[config.mk]
export PLATFORM = sky130hd
export DESIGN_NAME = prefetch_window_slot_manager
export DESIGN_NICKNAME = d
export VERILOG_FILES = /design/src/design/pwsm_pkg.sv /design/src/design/pwsm_ctrl.sv /design/src/design/pwsm_dp.sv /design/src/design/prefetch_window_slot_manager.sv
export SDC_FILE = /design/constraint.sdc
export NUM_CORES = 1
export LEC_CHECK = 0
export BUFFER_PORTS_ARGS = -buffer_cell sky130_fd_sc_hd__buf_2
export CORE_MARGIN = 3
export CORE_UTILIZATION = 50
export CTS_CLUSTER_DIAMETER = 120
export DETAILED_ROUTE_END_ITERATION = 7
export HOLD_SLACK_MARGIN = 0.06
export PLACE_DENSITY = 0.67
export RECOVER_POWER = 100
export REMOVE_ABC_BUFFERS = 1
export SYNTH_ARGS = -nofsm -noshare
export SYNTH_HDL_FRONTEND = slang
export SYNTH_SLANG_ARGS = --single-unit
[constraint.sdc]
create_clock -name clk_i -period 8.2 [get_ports clk_i]
set_clock_uncertainty 0.2 [all_clocks]
set_input_delay 0.41 -clock clk_i [delete_from_list [all_inputs] [get_ports clk_i]]
set_output_delay 0.41 -clock clk_i [all_outputs]
set_load 0.005 [all_outputs]
[src/design/pwsm_pkg.sv]
// ----------------------------------------------------------------------------
// pwsm_pkg
// shared types and codes of the prefetch window slot manager
// ----------------------------------------------------------------------------
package pwsm_pkg;

  localparam int SLOT_W     = 5;
  localparam int SIZE_W     = 6;
  localparam int LOOK_W     = 5;
  localparam int CFG_IDX_W  = 2;
  localparam int CFG_DATA_W = 6;

  localparam logic [SIZE_W-1:0] SLOTS_RESET_C = SIZE_W'(32);
  localparam logic [LOOK_W-1:0] LOOK_RESET_C  = LOOK_W'(1);

  typedef enum logic [1:0] {
    OP_REQUEST = 2'd0,
    OP_PRELOAD = 2'd1,
    OP_CLEAR   = 2'd2,
    OP_NONE    = 2'd3
  } op_e;

  typedef enum logic [1:0] {
    CMD_NONE   = 2'd0,
    CMD_LOAD   = 2'd1,
    CMD_UNLOAD = 2'd2
  } cmd_e;

  typedef enum logic [2:0] {
    ERR_OK              = 3'd0,
    ERR_BAD_START       = 3'd1,
    ERR_BACKWARD        = 3'd2,
    ERR_PRELOAD_STARTED = 3'd3,
    ERR_PRELOAD_BUSY    = 3'd4
  } err_e;

  typedef enum logic [1:0] {
    SLOT_EMPTY     = 2'd0,
    SLOT_LOADING   = 2'd1,
    SLOT_LOADED    = 2'd2,
    SLOT_UNLOADING = 2'd3
  } slot_e;

  typedef enum logic [CFG_IDX_W-1:0] {
    CFG_SLOTS     = 2'd0,
    CFG_LOOKAHEAD = 2'd1,
    CFG_TWO_PASS  = 2'd2
  } cfg_reg_e;

  typedef enum logic [2:0] {
    FSM_IDLE,
    FSM_DECODE,
    FSM_MAIN,
    FSM_PREFETCH,
    FSM_UNLOAD,
    FSM_SWEEP,
    FSM_FINISH
  } fsm_e;

  // where the decode step sends the transaction
  typedef enum logic [1:0] {
    DEC_FINISH,
    DEC_MAIN,
    DEC_SWEEP
  } dec_e;

  typedef struct packed {
    logic capture;
    logic decode;
    logic main;
    logic prefetch;
    logic unload;
    logic sweep;
    logic finish;
  } ctrl_cmd_t;

  typedef struct packed {
    dec_e dec;
    logic scan_done;
    logic scan_abort;
  } dp_status_t;

  typedef struct packed {
    cmd_e              command;
    logic [SLOT_W-1:0] slot;
    err_e              err;
    logic              w1;
    logic              w2;
  } result_t;

endpackage

[src/design/pwsm_ctrl.sv]
// ----------------------------------------------------------------------------
// pwsm_ctrl
// sequencer of the slot manager: steps each transaction through its phases
// ----------------------------------------------------------------------------
module pwsm_ctrl import pwsm_pkg::*; (
  input  logic       clk_i,
  input  logic       rst_ni,
  input  logic       start_i,
  input  dp_status_t status_i,
  output logic       busy_o,
  output ctrl_cmd_t  cmd_o
);

  fsm_e state_q, state_d;

  always_ff @(posedge clk_i or negedge rst_ni) begin
    if (!rst_ni) begin
      state_q <= FSM_IDLE;
    end else begin
      state_q <= state_d;
    end
  end

  always_comb begin
    state_d = state_q;
    unique case (state_q)
      FSM_IDLE: begin
        if (start_i) begin
          state_d = FSM_DECODE;
        end
      end
      FSM_DECODE: begin
        unique case (status_i.dec)
          DEC_MAIN:  state_d = FSM_MAIN;
          DEC_SWEEP: state_d = FSM_SWEEP;
          default:   state_d = FSM_FINISH;
        endcase
      end
      FSM_MAIN: state_d = FSM_PREFETCH;
      FSM_PREFETCH: begin
        if (status_i.scan_done) begin
          state_d = FSM_UNLOAD;
        end
      end
      FSM_UNLOAD: state_d = FSM_FINISH;
      FSM_SWEEP: begin
        if (status_i.scan_done || status_i.scan_abort) begin
          state_d = FSM_FINISH;
        end
      end
      FSM_FINISH: state_d = FSM_IDLE;
      default:    state_d = FSM_IDLE;
    endcase
  end

  always_comb begin
    busy_o         = (state_q != FSM_IDLE);
    cmd_o          = '0;
    cmd_o.capture  = (state_q == FSM_IDLE) && start_i;
    cmd_o.decode   = (state_q == FSM_DECODE);
    cmd_o.main     = (state_q == FSM_MAIN);
    cmd_o.prefetch = (state_q == FSM_PREFETCH);
    cmd_o.unload   = (state_q == FSM_UNLOAD);
    cmd_o.sweep    = (state_q == FSM_SWEEP);
    cmd_o.finish   = (state_q == FSM_FINISH);
  end

endmodule

[src/design/pwsm_dp.sv]
// ----------------------------------------------------------------------------
// pwsm_dp
// datapath of the slot manager: slot states, sweep state, scan and results
// ----------------------------------------------------------------------------
module pwsm_dp import pwsm_pkg::*; #(
  parameter int MAX_SLOTS = 32
) (
  input  logic              clk_i,
  input  logic              rst_ni,
  input  ctrl_cmd_t         cmd_i,
  input  logic [1:0]        operation_i,
  input  logic [SLOT_W-1:0] slot_index_i,
  input  logic              preload_downward_i,
  input  logic [SIZE_W-1:0] cfg_slots_i,
  input  logic [LOOK_W-1:0] cfg_lookahead_i,
  input  logic              cfg_two_pass_i,
  output dp_status_t        status_o,
  output logic              res_valid_o,
  output result_t           res_o,
  output logic              res_last_o
);

  localparam int IW  = $clog2(MAX_SLOTS);
  localparam int SCW = $clog2(MAX_SLOTS + 1);
  localparam int PW  = SCW + 1;
  localparam int CW  = ((SCW > SLOT_W) ? SCW : SLOT_W) + 2;

  localparam logic signed [CW-1:0] ZERO_C   = CW'(0);
  localparam logic signed [CW-1:0] ONE_C    = CW'(1);
  localparam logic signed [CW-1:0] MINUS1_C = CW'(-1);
  localparam logic signed [CW-1:0] MAX_C    = CW'(MAX_SLOTS);

  // transaction fields
  op_e               op_q;
  logic [SLOT_W-1:0] n_q;
  logic              down_q;

  // sweep state
  logic              started_q;
  logic              desc_q;
  logic [PW-1:0]     prev_q;
  slot_e             st_q [MAX_SLOTS];

  // scan unit
  logic [IW-1:0]     cur_q;
  logic [SCW-1:0]    rem_q;
  logic              scan_live;
  slot_e             cur_st;

  logic              w1_q, w2_q;

  // result staging: one held back so the last one can be marked
  logic              pend_valid_q;
  result_t           pend_q;
  logic              res_valid_q;
  result_t           res_q;
  logic              res_last_q;

  logic [SCW-1:0]    s_eff;
  logic signed [CW-1:0] s_c, n_c, la_c, prev_c;
  logic [IW-1:0]     n_idx, prev_idx;

  logic              err1, err2, bad, eff_desc;
  err_e              dec_err;
  dec_e              dec;
  logic signed [CW-1:0] cur_init, rem_init, room, la1;

  slot_e             st_n;
  logic              main_w1, main_w2;
  logic              unload_ok;

  logic              emit_vld;
  result_t           emit_res;
  logic              st_we;
  logic [IW-1:0]     st_waddr;
  slot_e             st_wdata;

  function automatic logic signed [CW-1:0] preload_dir_top(input logic down,
                                                           input logic signed [CW-1:0] s);
    return down ? (s - ONE_C) : ZERO_C;
  endfunction

  // effective slot count, clamped to 1..MAX_SLOTS
  always_comb begin
    if (cfg_slots_i == '0) begin
      s_eff = SCW'(1);
    end else if (cfg_slots_i > SIZE_W'(MAX_SLOTS)) begin
      s_eff = SCW'(MAX_SLOTS);
    end else begin
      s_eff = SCW'(cfg_slots_i);
    end
  end

  assign s_c      = $signed(CW'(s_eff));
  assign n_c      = $signed(CW'(n_q));
  assign la_c     = $signed(CW'(cfg_lookahead_i));
  assign prev_c   = CW'($signed(prev_q));
  assign n_idx    = IW'(n_q);
  assign prev_idx = IW'(prev_q);

  // decode checks
  always_comb begin
    err1     = (n_c >= s_c) || (!started_q && (n_c != ZERO_C) && (n_c != s_c - ONE_C));
    eff_desc = started_q ? desc_q : (n_c != ZERO_C);
    if (!desc_q) begin
      bad = (n_c < prev_c + ONE_C) && !(cfg_two_pass_i && (n_c == ZERO_C));
    end else begin
      bad = (n_c > prev_c - ONE_C) && !(cfg_two_pass_i && (n_c == s_c - ONE_C));
    end
    err2     = started_q && bad;
    room     = s_c - ONE_C - n_c;
    la1      = la_c + ONE_C;
    dec_err  = ERR_OK;
    dec      = DEC_FINISH;
    cur_init = ZERO_C;
    rem_init = ZERO_C;
    unique case (op_q)
      OP_REQUEST: begin
        if (err1) begin
          dec_err = ERR_BAD_START;
        end else if (err2) begin
          dec_err = ERR_BACKWARD;
        end else begin
          dec = DEC_MAIN;
        end
        if (eff_desc) begin
          cur_init = n_c - ONE_C;
          rem_init = (la_c < n_c) ? la_c : n_c;
        end else begin
          cur_init = n_c + ONE_C;
          rem_init = (la_c < room) ? la_c : room;
        end
      end
      OP_PRELOAD: begin
        if (started_q) begin
          dec_err = ERR_PRELOAD_STARTED;
        end else begin
          dec = DEC_SWEEP;
        end
        cur_init = preload_dir_top(down_q, s_c);
        rem_init = (la1 < s_c) ? la1 : s_c;
      end
      OP_CLEAR: begin
        if (started_q && cfg_two_pass_i) begin
          dec = DEC_SWEEP;
        end
        cur_init = preload_dir_top(desc_q, s_c);
        rem_init = s_c;
      end
      OP_NONE: begin
        dec = DEC_FINISH;
      end
    endcase
  end

  // scan and unload checks
  assign scan_live = (rem_q != '0);
  assign cur_st    = st_q[cur_q];
  assign st_n      = st_q[n_idx];
  assign main_w1   = (st_n == SLOT_UNLOADING);
  assign main_w2   = (st_n == SLOT_UNLOADING) || (st_n == SLOT_EMPTY);

  always_comb begin
    if (!desc_q) begin
      unload_ok = (prev_c != MINUS1_C) && !(cfg_two_pass_i && (n_c > s_c - la_c));
    end else begin
      unload_ok = (prev_c != s_c) && !(cfg_two_pass_i && (n_c < la_c));
    end
    unload_ok = unload_ok && (prev_c >= ZERO_C) && (prev_c < MAX_C);
  end

  assign status_o.dec        = dec;
  assign status_o.scan_done  = (rem_q <= SCW'(1));
  assign status_o.scan_abort = (op_q == OP_PRELOAD) && scan_live && (cur_st != SLOT_EMPTY);

  // result and slot write of the current phase
  always_comb begin
    emit_vld         = 1'b0;
    emit_res.command = CMD_NONE;
    emit_res.slot    = '0;
    emit_res.err     = ERR_OK;
    emit_res.w1      = w1_q;
    emit_res.w2      = w2_q;
    st_we            = 1'b0;
    st_waddr         = cur_q;
    st_wdata         = SLOT_EMPTY;
    if (cmd_i.decode && (dec_err != ERR_OK)) begin
      emit_vld     = 1'b1;
      emit_res.err = dec_err;
    end
    if (cmd_i.main) begin
      emit_vld         = main_w2;
      emit_res.command = CMD_LOAD;
      emit_res.slot    = n_q;
      emit_res.w1      = main_w1;
      emit_res.w2      = main_w2;
      st_we            = 1'b1;
      st_waddr         = n_idx;
      st_wdata         = SLOT_LOADED;
    end
    if (cmd_i.prefetch && scan_live && (cur_st == SLOT_EMPTY)) begin
      emit_vld         = 1'b1;
      emit_res.command = CMD_LOAD;
      emit_res.slot    = SLOT_W'(cur_q);
      st_we            = 1'b1;
      st_wdata         = SLOT_LOADING;
    end
    if (cmd_i.sweep && scan_live) begin
      if (op_q == OP_PRELOAD) begin
        emit_vld      = 1'b1;
        emit_res.slot = SLOT_W'(cur_q);
        if (cur_st == SLOT_EMPTY) begin
          emit_res.command = CMD_LOAD;
          st_we            = 1'b1;
          st_wdata         = SLOT_LOADING;
        end else begin
          emit_res.err = ERR_PRELOAD_BUSY;
        end
      end else if (cur_st != SLOT_EMPTY) begin
        emit_vld         = 1'b1;
        emit_res.command = CMD_UNLOAD;
        emit_res.slot    = SLOT_W'(cur_q);
        st_we            = 1'b1;
        st_wdata         = SLOT_EMPTY;
      end
    end
    if (cmd_i.unload && unload_ok) begin
      emit_vld         = 1'b1;
      emit_res.command = CMD_UNLOAD;
      emit_res.slot    = SLOT_W'(prev_q);
      st_we            = 1'b1;
      st_waddr         = prev_idx;
      st_wdata         = SLOT_UNLOADING;
    end
  end

  // control state
  always_ff @(posedge clk_i or negedge rst_ni) begin
    if (!rst_ni) begin
      started_q    <= 1'b0;
      desc_q       <= 1'b0;
      prev_q       <= '0;
      pend_valid_q <= 1'b0;
      res_valid_q  <= 1'b0;
      for (int i = 0; i < MAX_SLOTS; i++) begin
        st_q[i] <= SLOT_EMPTY;
      end
    end else begin
      if (st_we) begin
        st_q[st_waddr] <= st_wdata;
      end
      if (cmd_i.decode) begin
        if ((op_q == OP_REQUEST) && (dec == DEC_MAIN) && !started_q) begin
          started_q <= 1'b1;
          desc_q    <= eff_desc;
          prev_q    <= eff_desc ? PW'(s_c) : PW'(MINUS1_C);
        end
        if ((op_q == OP_PRELOAD) && !started_q) begin
          started_q <= 1'b1;
          desc_q    <= down_q;
          prev_q    <= down_q ? PW'(s_c) : PW'(MINUS1_C);
        end
        if ((op_q == OP_CLEAR) && started_q) begin
          started_q <= 1'b0;
          prev_q    <= '0;
        end
      end
      if (cmd_i.unload) begin
        if (!desc_q) begin
          if (n_c == s_c - ONE_C) begin
            desc_q <= 1'b1;
            prev_q <= PW'(s_c);
          end else begin
            prev_q <= PW'(n_c);
          end
        end else begin
          if (n_c == ZERO_C) begin
            desc_q <= 1'b0;
            prev_q <= PW'(MINUS1_C);
          end else begin
            prev_q <= PW'(n_c);
          end
        end
      end
      // result staging flags
      if (emit_vld) begin
        pend_valid_q <= 1'b1;
        res_valid_q  <= pend_valid_q;
      end else if (cmd_i.finish) begin
        pend_valid_q <= 1'b0;
        res_valid_q  <= 1'b1;
      end else begin
        res_valid_q  <= 1'b0;
      end
    end
  end

  // payload
  always_ff @(posedge clk_i) begin
    if (cmd_i.capture) begin
      op_q   <= op_e'(operation_i);
      n_q    <= slot_index_i;
      down_q <= preload_downward_i;
      w1_q   <= 1'b0;
      w2_q   <= 1'b0;
    end
    if (cmd_i.decode) begin
      cur_q <= IW'(cur_init);
      rem_q <= SCW'(rem_init);
    end
    if (cmd_i.main) begin
      w1_q <= main_w1;
      w2_q <= main_w2;
    end
    if ((cmd_i.prefetch || cmd_i.sweep) && scan_live) begin
      cur_q <= desc_q ? (cur_q - IW'(1)) : (cur_q + IW'(1));
      rem_q <= rem_q - SCW'(1);
    end
    if (emit_vld) begin
      pend_q     <= emit_res;
      res_q      <= pend_q;
      res_last_q <= 1'b0;
    end else if (cmd_i.finish) begin
      res_last_q <= 1'b1;
      if (pend_valid_q) begin
        res_q <= pend_q;
      end else begin
        res_q.command <= CMD_NONE;
        res_q.slot    <= '0;
        res_q.err     <= ERR_OK;
        res_q.w1      <= w1_q;
        res_q.w2      <= w2_q;
      end
    end
  end

  assign res_valid_o = res_valid_q;
  assign res_o       = res_q;
  assign res_last_o  = res_last_q;

endmodule

[src/design/prefetch_window_slot_manager.sv]
// ----------------------------------------------------------------------------
// prefetch_window_slot_manager
// load/unload planner for a row of buffer slots walked by an up/down sweep
// ----------------------------------------------------------------------------
// usage
//   transaction in: start_i with operation_i (request, preload, clear),
//     slot_index_i and preload_downward_i; taken when start_i is high and
//     busy_o is low. busy_o stays high until the transaction is done
//   results: one per load/unload command, each on the result ports for one
//     cycle with result_valid_o; last_of_run_o marks the final one. a
//     transaction that issues no command gives a single result with command 0
//   the receiver cannot stall: every result is taken in the cycle it shows
//   config: cfg_valid_i/cfg_ready_o with cfg_index_i and cfg_data_i; ready is
//     always high, write only while busy_o is low
//   timing: the slot scan visits one slot per cycle through a single read of
//     the slot state array. busy_o is high through decode, requested slot,
//     window scan (window = prefetched slots beyond the requested one, up to
//     31), unload, finish for an accepted request; decode, sweep, finish for
//     a preload or two-pass clear; decode, finish for anything else, rejected
//     requests included; last result strobes in the first cycle busy_o is low
//   reset: all slots empty, no sweep started, slots_in_use 32, lookahead 1,
//     two_pass_mode 0
// ----------------------------------------------------------------------------
module prefetch_window_slot_manager import pwsm_pkg::*; #(
  parameter int MAX_SLOTS = 32
) (
  input  logic                  clk_i,
  input  logic                  rst_ni,
  // transaction in
  input  logic                  start_i,
  output logic                  busy_o,
  input  logic [1:0]            operation_i,
  input  logic [SLOT_W-1:0]     slot_index_i,
  input  logic                  preload_downward_i,
  // configuration writes
  input  logic                  cfg_valid_i,
  output logic                  cfg_ready_o,
  input  logic [CFG_IDX_W-1:0]  cfg_index_i,
  input  logic [CFG_DATA_W-1:0] cfg_data_i,
  // results
  output logic                  result_valid_o,
  output logic [1:0]            command_o,
  output logic [SLOT_W-1:0]     target_slot_o,
  output logic [2:0]            error_code_o,
  output logic                  warn_was_unloading_o,
  output logic                  warn_not_prefetched_o,
  output logic                  last_of_run_o
);

  // configuration registers
  logic [SIZE_W-1:0] slots_in_use_q;
  logic [LOOK_W-1:0] lookahead_q;
  logic              two_pass_q;

  // controller/datapath link
  ctrl_cmd_t  ctrl_cmd;
  dp_status_t dp_status;
  result_t    res;
  logic       res_valid;
  logic       res_last;

  // config port never back-pressures
  assign cfg_ready_o = 1'b1;

  always_ff @(posedge clk_i or negedge rst_ni) begin
    if (!rst_ni) begin
      slots_in_use_q <= SLOTS_RESET_C;
      lookahead_q    <= LOOK_RESET_C;
      two_pass_q     <= 1'b0;
    end else if (cfg_valid_i) begin
      unique case (cfg_reg_e'(cfg_index_i))
        CFG_SLOTS:     slots_in_use_q <= cfg_data_i;
        CFG_LOOKAHEAD: lookahead_q    <= cfg_data_i[LOOK_W-1:0];
        CFG_TWO_PASS:  two_pass_q     <= cfg_data_i[0];
        default: begin
          // writes past the register list are dropped
        end
      endcase
    end
  end

  // sequencer: decode, then requested slot, window scan and unload, or a sweep, then finish
  pwsm_ctrl u_ctrl (
    .clk_i    (clk_i),
    .rst_ni   (rst_ni),
    .start_i  (start_i),
    .status_i (dp_status),
    .busy_o   (busy_o),
    .cmd_o    (ctrl_cmd)
  );

  // slot state array, sweep position and result staging
  pwsm_dp #(
    .MAX_SLOTS (MAX_SLOTS)
  ) u_dp (
    .clk_i              (clk_i),
    .rst_ni             (rst_ni),
    .cmd_i              (ctrl_cmd),
    .operation_i        (operation_i),
    .slot_index_i       (slot_index_i),
    .preload_downward_i (preload_downward_i),
    .cfg_slots_i        (slots_in_use_q),
    .cfg_lookahead_i    (lookahead_q),
    .cfg_two_pass_i     (two_pass_q),
    .status_o           (dp_status),
    .res_valid_o        (res_valid),
    .res_o              (res),
    .res_last_o         (res_last)
  );

  // result ports straight from the output register
  assign result_valid_o        = res_valid;
  assign command_o             = res.command;
  assign target_slot_o         = res.slot;
  assign error_code_o          = res.err;
  assign warn_was_unloading_o  = res.w1;
  assign warn_not_prefetched_o = res.w2;
  assign last_of_run_o         = res_last;

endmodule
==> results by group <==
Run status
  • Status: finished with violations
  • Failing checks: capacitance limit, slew limit

Worst setup path
  • Cell mode on critical path: nand2_1
  • Crit-path cells: clkinv_1 > nand2_1 > inv_1 > fa_1 > a21o_1 > a21oi_1 > xor2_1 > ha_1 > nand2_1 > or3_1 > a31oi_1 > nor3_2 > o41ai_1 > nand2_1 > mux2_2
  • FF-to-FF Start: slots_in_use_q[5]
  • Crit. End Element: flip-flop
  • Worst path max stage delay: 1.67 ns
  • Setup crit start: slots_in_use_q[5]
  • Startpoint types: flip-flop
  • Critical Path Slowest Stage Cell: o41ai_1
  • Crit Path Class: flip-flop to flip-flop
  • Req. time, crit path: 8.30 ns
  • Critical path fanouts, max: 13
  • Arrival time at the worst endpoint: 6.14 ns

Synthesis
  • Mux cell area share after synthesis: 7.40%
  • Post-Synth Adder-Cell Area: 8.56%
  • Area contributors post-synth: dfrtp_1 23%, edfxtp_1 14%, ha_1 7.7%
  • Synth Area in XOR/XNOR: 2.98%
  • Largest family of logic cells by synthesized area: compound AO/OA/AOI/OAI gates
  • Area share of the largest cell type after synthesis: 23.4%
  • Synth Instances: 969
  • Yosys warning total: 0
  • Flops & latches, synth: 136
  • Post-synth EDFFs: 45
  • Post-synth top area cell: dfrtp_1
  • Post-Syn Area: 9410 sq um
  • Sequential-to-total area share from yosys stat: 38.5%
  • Syn Area/Cell: 9.71 sq um
  • Netlist cell types: 86
  • Post-synthesis compound-gate area fraction: 22.1%
  • Simple-gate portion of the synthesized area: 16.3%
  • Asr flop ratio synth: 66.2%
  • Ys flop type: dfrtp_1

CTS
  • CTS Root Cell: clkbuf_16
  • CTS tree: yes
  • Resized cells post-CTS: 0
  • CTS clock-pin slew for the worst setup and hold paths: 0.06 ns
  • Hold_buf cts: 15
  • Skew-Pair Late Insertion Delay: 0.43 ns
  • Setup bufs post-CTS: 0
  • TritonCTS buffer count: 17
  • # clock sinks: 136
  • Clock tree buffer depth: 2
  • H-tree levels: 4

Drt
  • Via count: 8,028
  • Via density: 6.44
  • Initial drt markers: 915
  • Residual DRC count: 0
  • Routed len/inst: 21.7 um
  • DRT Wirelength: 27.1 mm
  • Post-route ant nets: 0
  • Pre-antenna DRT Iters: 7

GRT
  • Largest net degree at the start of global routing: 65
  • M1 GR Usage: 40.4%
  • Antenna violations before repair: 0
  • Total grt overflow: 0
  • Vias in the first global route: 7,696
  • M2 GR Usage: 39.8%
  • First-pass GRT wire length: 43.2 mm
  • Met3 global-route usage: 5.79%
  • Total GRT Usage: 27.2%
  • Most Crowded Layer GR: met1

STA
  • Endpoints failing setup: 0
  • Min Hold Slack: 0.144 ns
  • Max Fclk: 166 MHz
  • Worst slew pin tran: 3.41 ns
  • Final period util: 73.6%
  • Setup TNS: 0 ns
  • Max Slew Vio Count: 114
  • Max-slew headroom at the worst pin: -128%
  • Final Hold Vio Count: 0
  • RSZ-0062 raised after global routing: false
  • Min Tclk post-route: 6.04 ns

Power and ir drop
  • Int Power: 2.41 mW
  • Peak supply drop: 0.196 mV
  • Power share of the clock group: 18.0%
  • Switching Fraction: 44.4%
  • P_sw: 1.92 mW
  • Flop pwr share: 32.5%
  • LEAKAGE: 4.34 nW
  • Power density cells: 415 nW/um^2
  • Gate power share: 49.4%
  • Total power: 4.33 mW

Placement
  • Routability cong.: 0.984
  • IO Port Bufs: 34
  • Post-DP HPWL: 18.9 mm

Final layout
  • # diodes: 0
  • Area grow syn2layout: 11.0%
  • # nets final: 1,088
  • Share of layout cells above drive strength 1: 10.5%
  • Core Util, Final: 57.4%
  • Fill cells: 1,581

Floorplan
  • Die ar.: 20,500 sq um
  • # IOs: 36
  • Row count: 49
  • Die X: 143 um
  • Core ar.: 18,200 sq um
  • Die Y-Extent: 143 um
  • Starting Density: 51.7%

Min path
  • Hold/Removal Path Class: primary input to flip-flop
  • Source of the worst hold timing path: cfg_index_i[1]

Job
  • Total of max-cap violations: 4
cell usage after synthesis (all sizes together), types with 9 or more instances:
cell	n
dfrtp	88
nor2	70
nand2	59
ha	58
a21oi	57
a2bb2oi	53
edfxtp	45
o21ai	45
inv	44
nor3	40
nor2b	28
mux2i	25
nand3	25
clkbuf	24
mux2	23
xnor2	23
buf	22
o221ai	21
a21o	19
and2	19
nand2b	16
o22ai	13
or3	11
a22oi	10
xor2	9
state kept, by name, summed over array words and instances, names as in the netlist:
register           cells
u_dp.st_q             64
u_dp.res_valid_o       1
u_dp.res_o            12
u_dp.pend_valid_q      1
u_dp.prev_q            7
u_dp.op_q              2
u_dp.w1_q              1
u_dp.n_idx             5
slots_in_use_q         6
u_ctrl.state_q         3
u_dp.pend_q           12
lookahead_q            5
u_dp.rem_q             6
u_dp.started_q         1
u_dp.desc_q            1
u_dp.cur_q             5
two_pass_q             1
u_dp.res_last_o        1
u_dp.down_q            1
u_dp.w2_q              1
final timing paths:
path,to,slack (ns),cells after the start
worst min-delay path,two_pass_q,0.14,3
min in group asynchronous,u_ctrl.state_q[1],0.76,2
worst max register to register,u_dp.st_q[36],2.16,15
worst max-delay path,u_dp.st_q[36],2.16,15
worst min register to register,u_dp.res_last_o,0.28,2
max in group asynchronous,u_dp.st_q[6],3.05,3
logic make-up after synthesis:
logic type	Yosys count
AND/OR/NAND/NOR	301
AO/OA/AOI/OAI	288
flip-flops	136
buffers and inverters	93
adder cells (fa/ha/maj)	62
multiplexers	56
XOR/XNOR	32
other	1
critical path: cells and delay by family (launching register included):
family / cells / cell delay (ns)
DFF: 1 / 0.78
adders and majority gates: 2 / 0.75
muxes: 1 / 0.33
AOI/OAI and AO/OA: 4 / 2.28
xor gates and xnor gates: 1 / 0.09
buffers and inverters: 2 / 0.51
and+or+nand+nor: 5 / 0.97
routing by layer:
metal | part of all wire, % | routed length (um)
met1 | 47 | 12600
met2 | 42 | 11400
met3 | 9.1 | 2470
met4 | 2.2 | 584
met5 | 0 | 0
through the flow:
stage	worst slack (ns)	area, sq um	std cells
5_1_grt	1.69	10500	1247
3_3_place_gp	2.71	9790	1201
6_report	2.16	10500	1247
3_5_place_dp	2.54	9790	1201
4_1_cts	2.54	10600	1247
2_1_floorplan	3.05	9200	923
layout make-up:
type	instances	area [sq um]	area share, %
clock buffer	24	557	5.33
clock inverter	7	51.3	0.491
inverter	47	176	1.69
multi-input combinational	740	5370	51.4
sequential	136	3630	34.7
tap	229	287	2.74
timing repair buffer	64	380	3.64
power groups by stage:
stage               registers, mW  clock network (mW)  logic, mW
floorplan                    1.32                   0       1.56
detailed placement           1.40                   0       2.15
global placement             1.40                   0       2.13
finish                       1.41               0.782       2.14
CTS                          1.40               0.785       2.17
global route                 1.45               0.814       2.37
cell usage in the layout, fill, tap and decap left out, drive strengths merged, types with 25 or more instances in the layout:
master,n
inv,46
ha,58
nor2b,28
clkbuf,50
mux2i,25
edfxtp,45
a2bb2oi,53
nand3,25
nor3,40
a21oi,57
nand2,59
dfrtp,88
nor2,70
o21ai,45
Note: power is estimated with default switching activity, not from simulation.
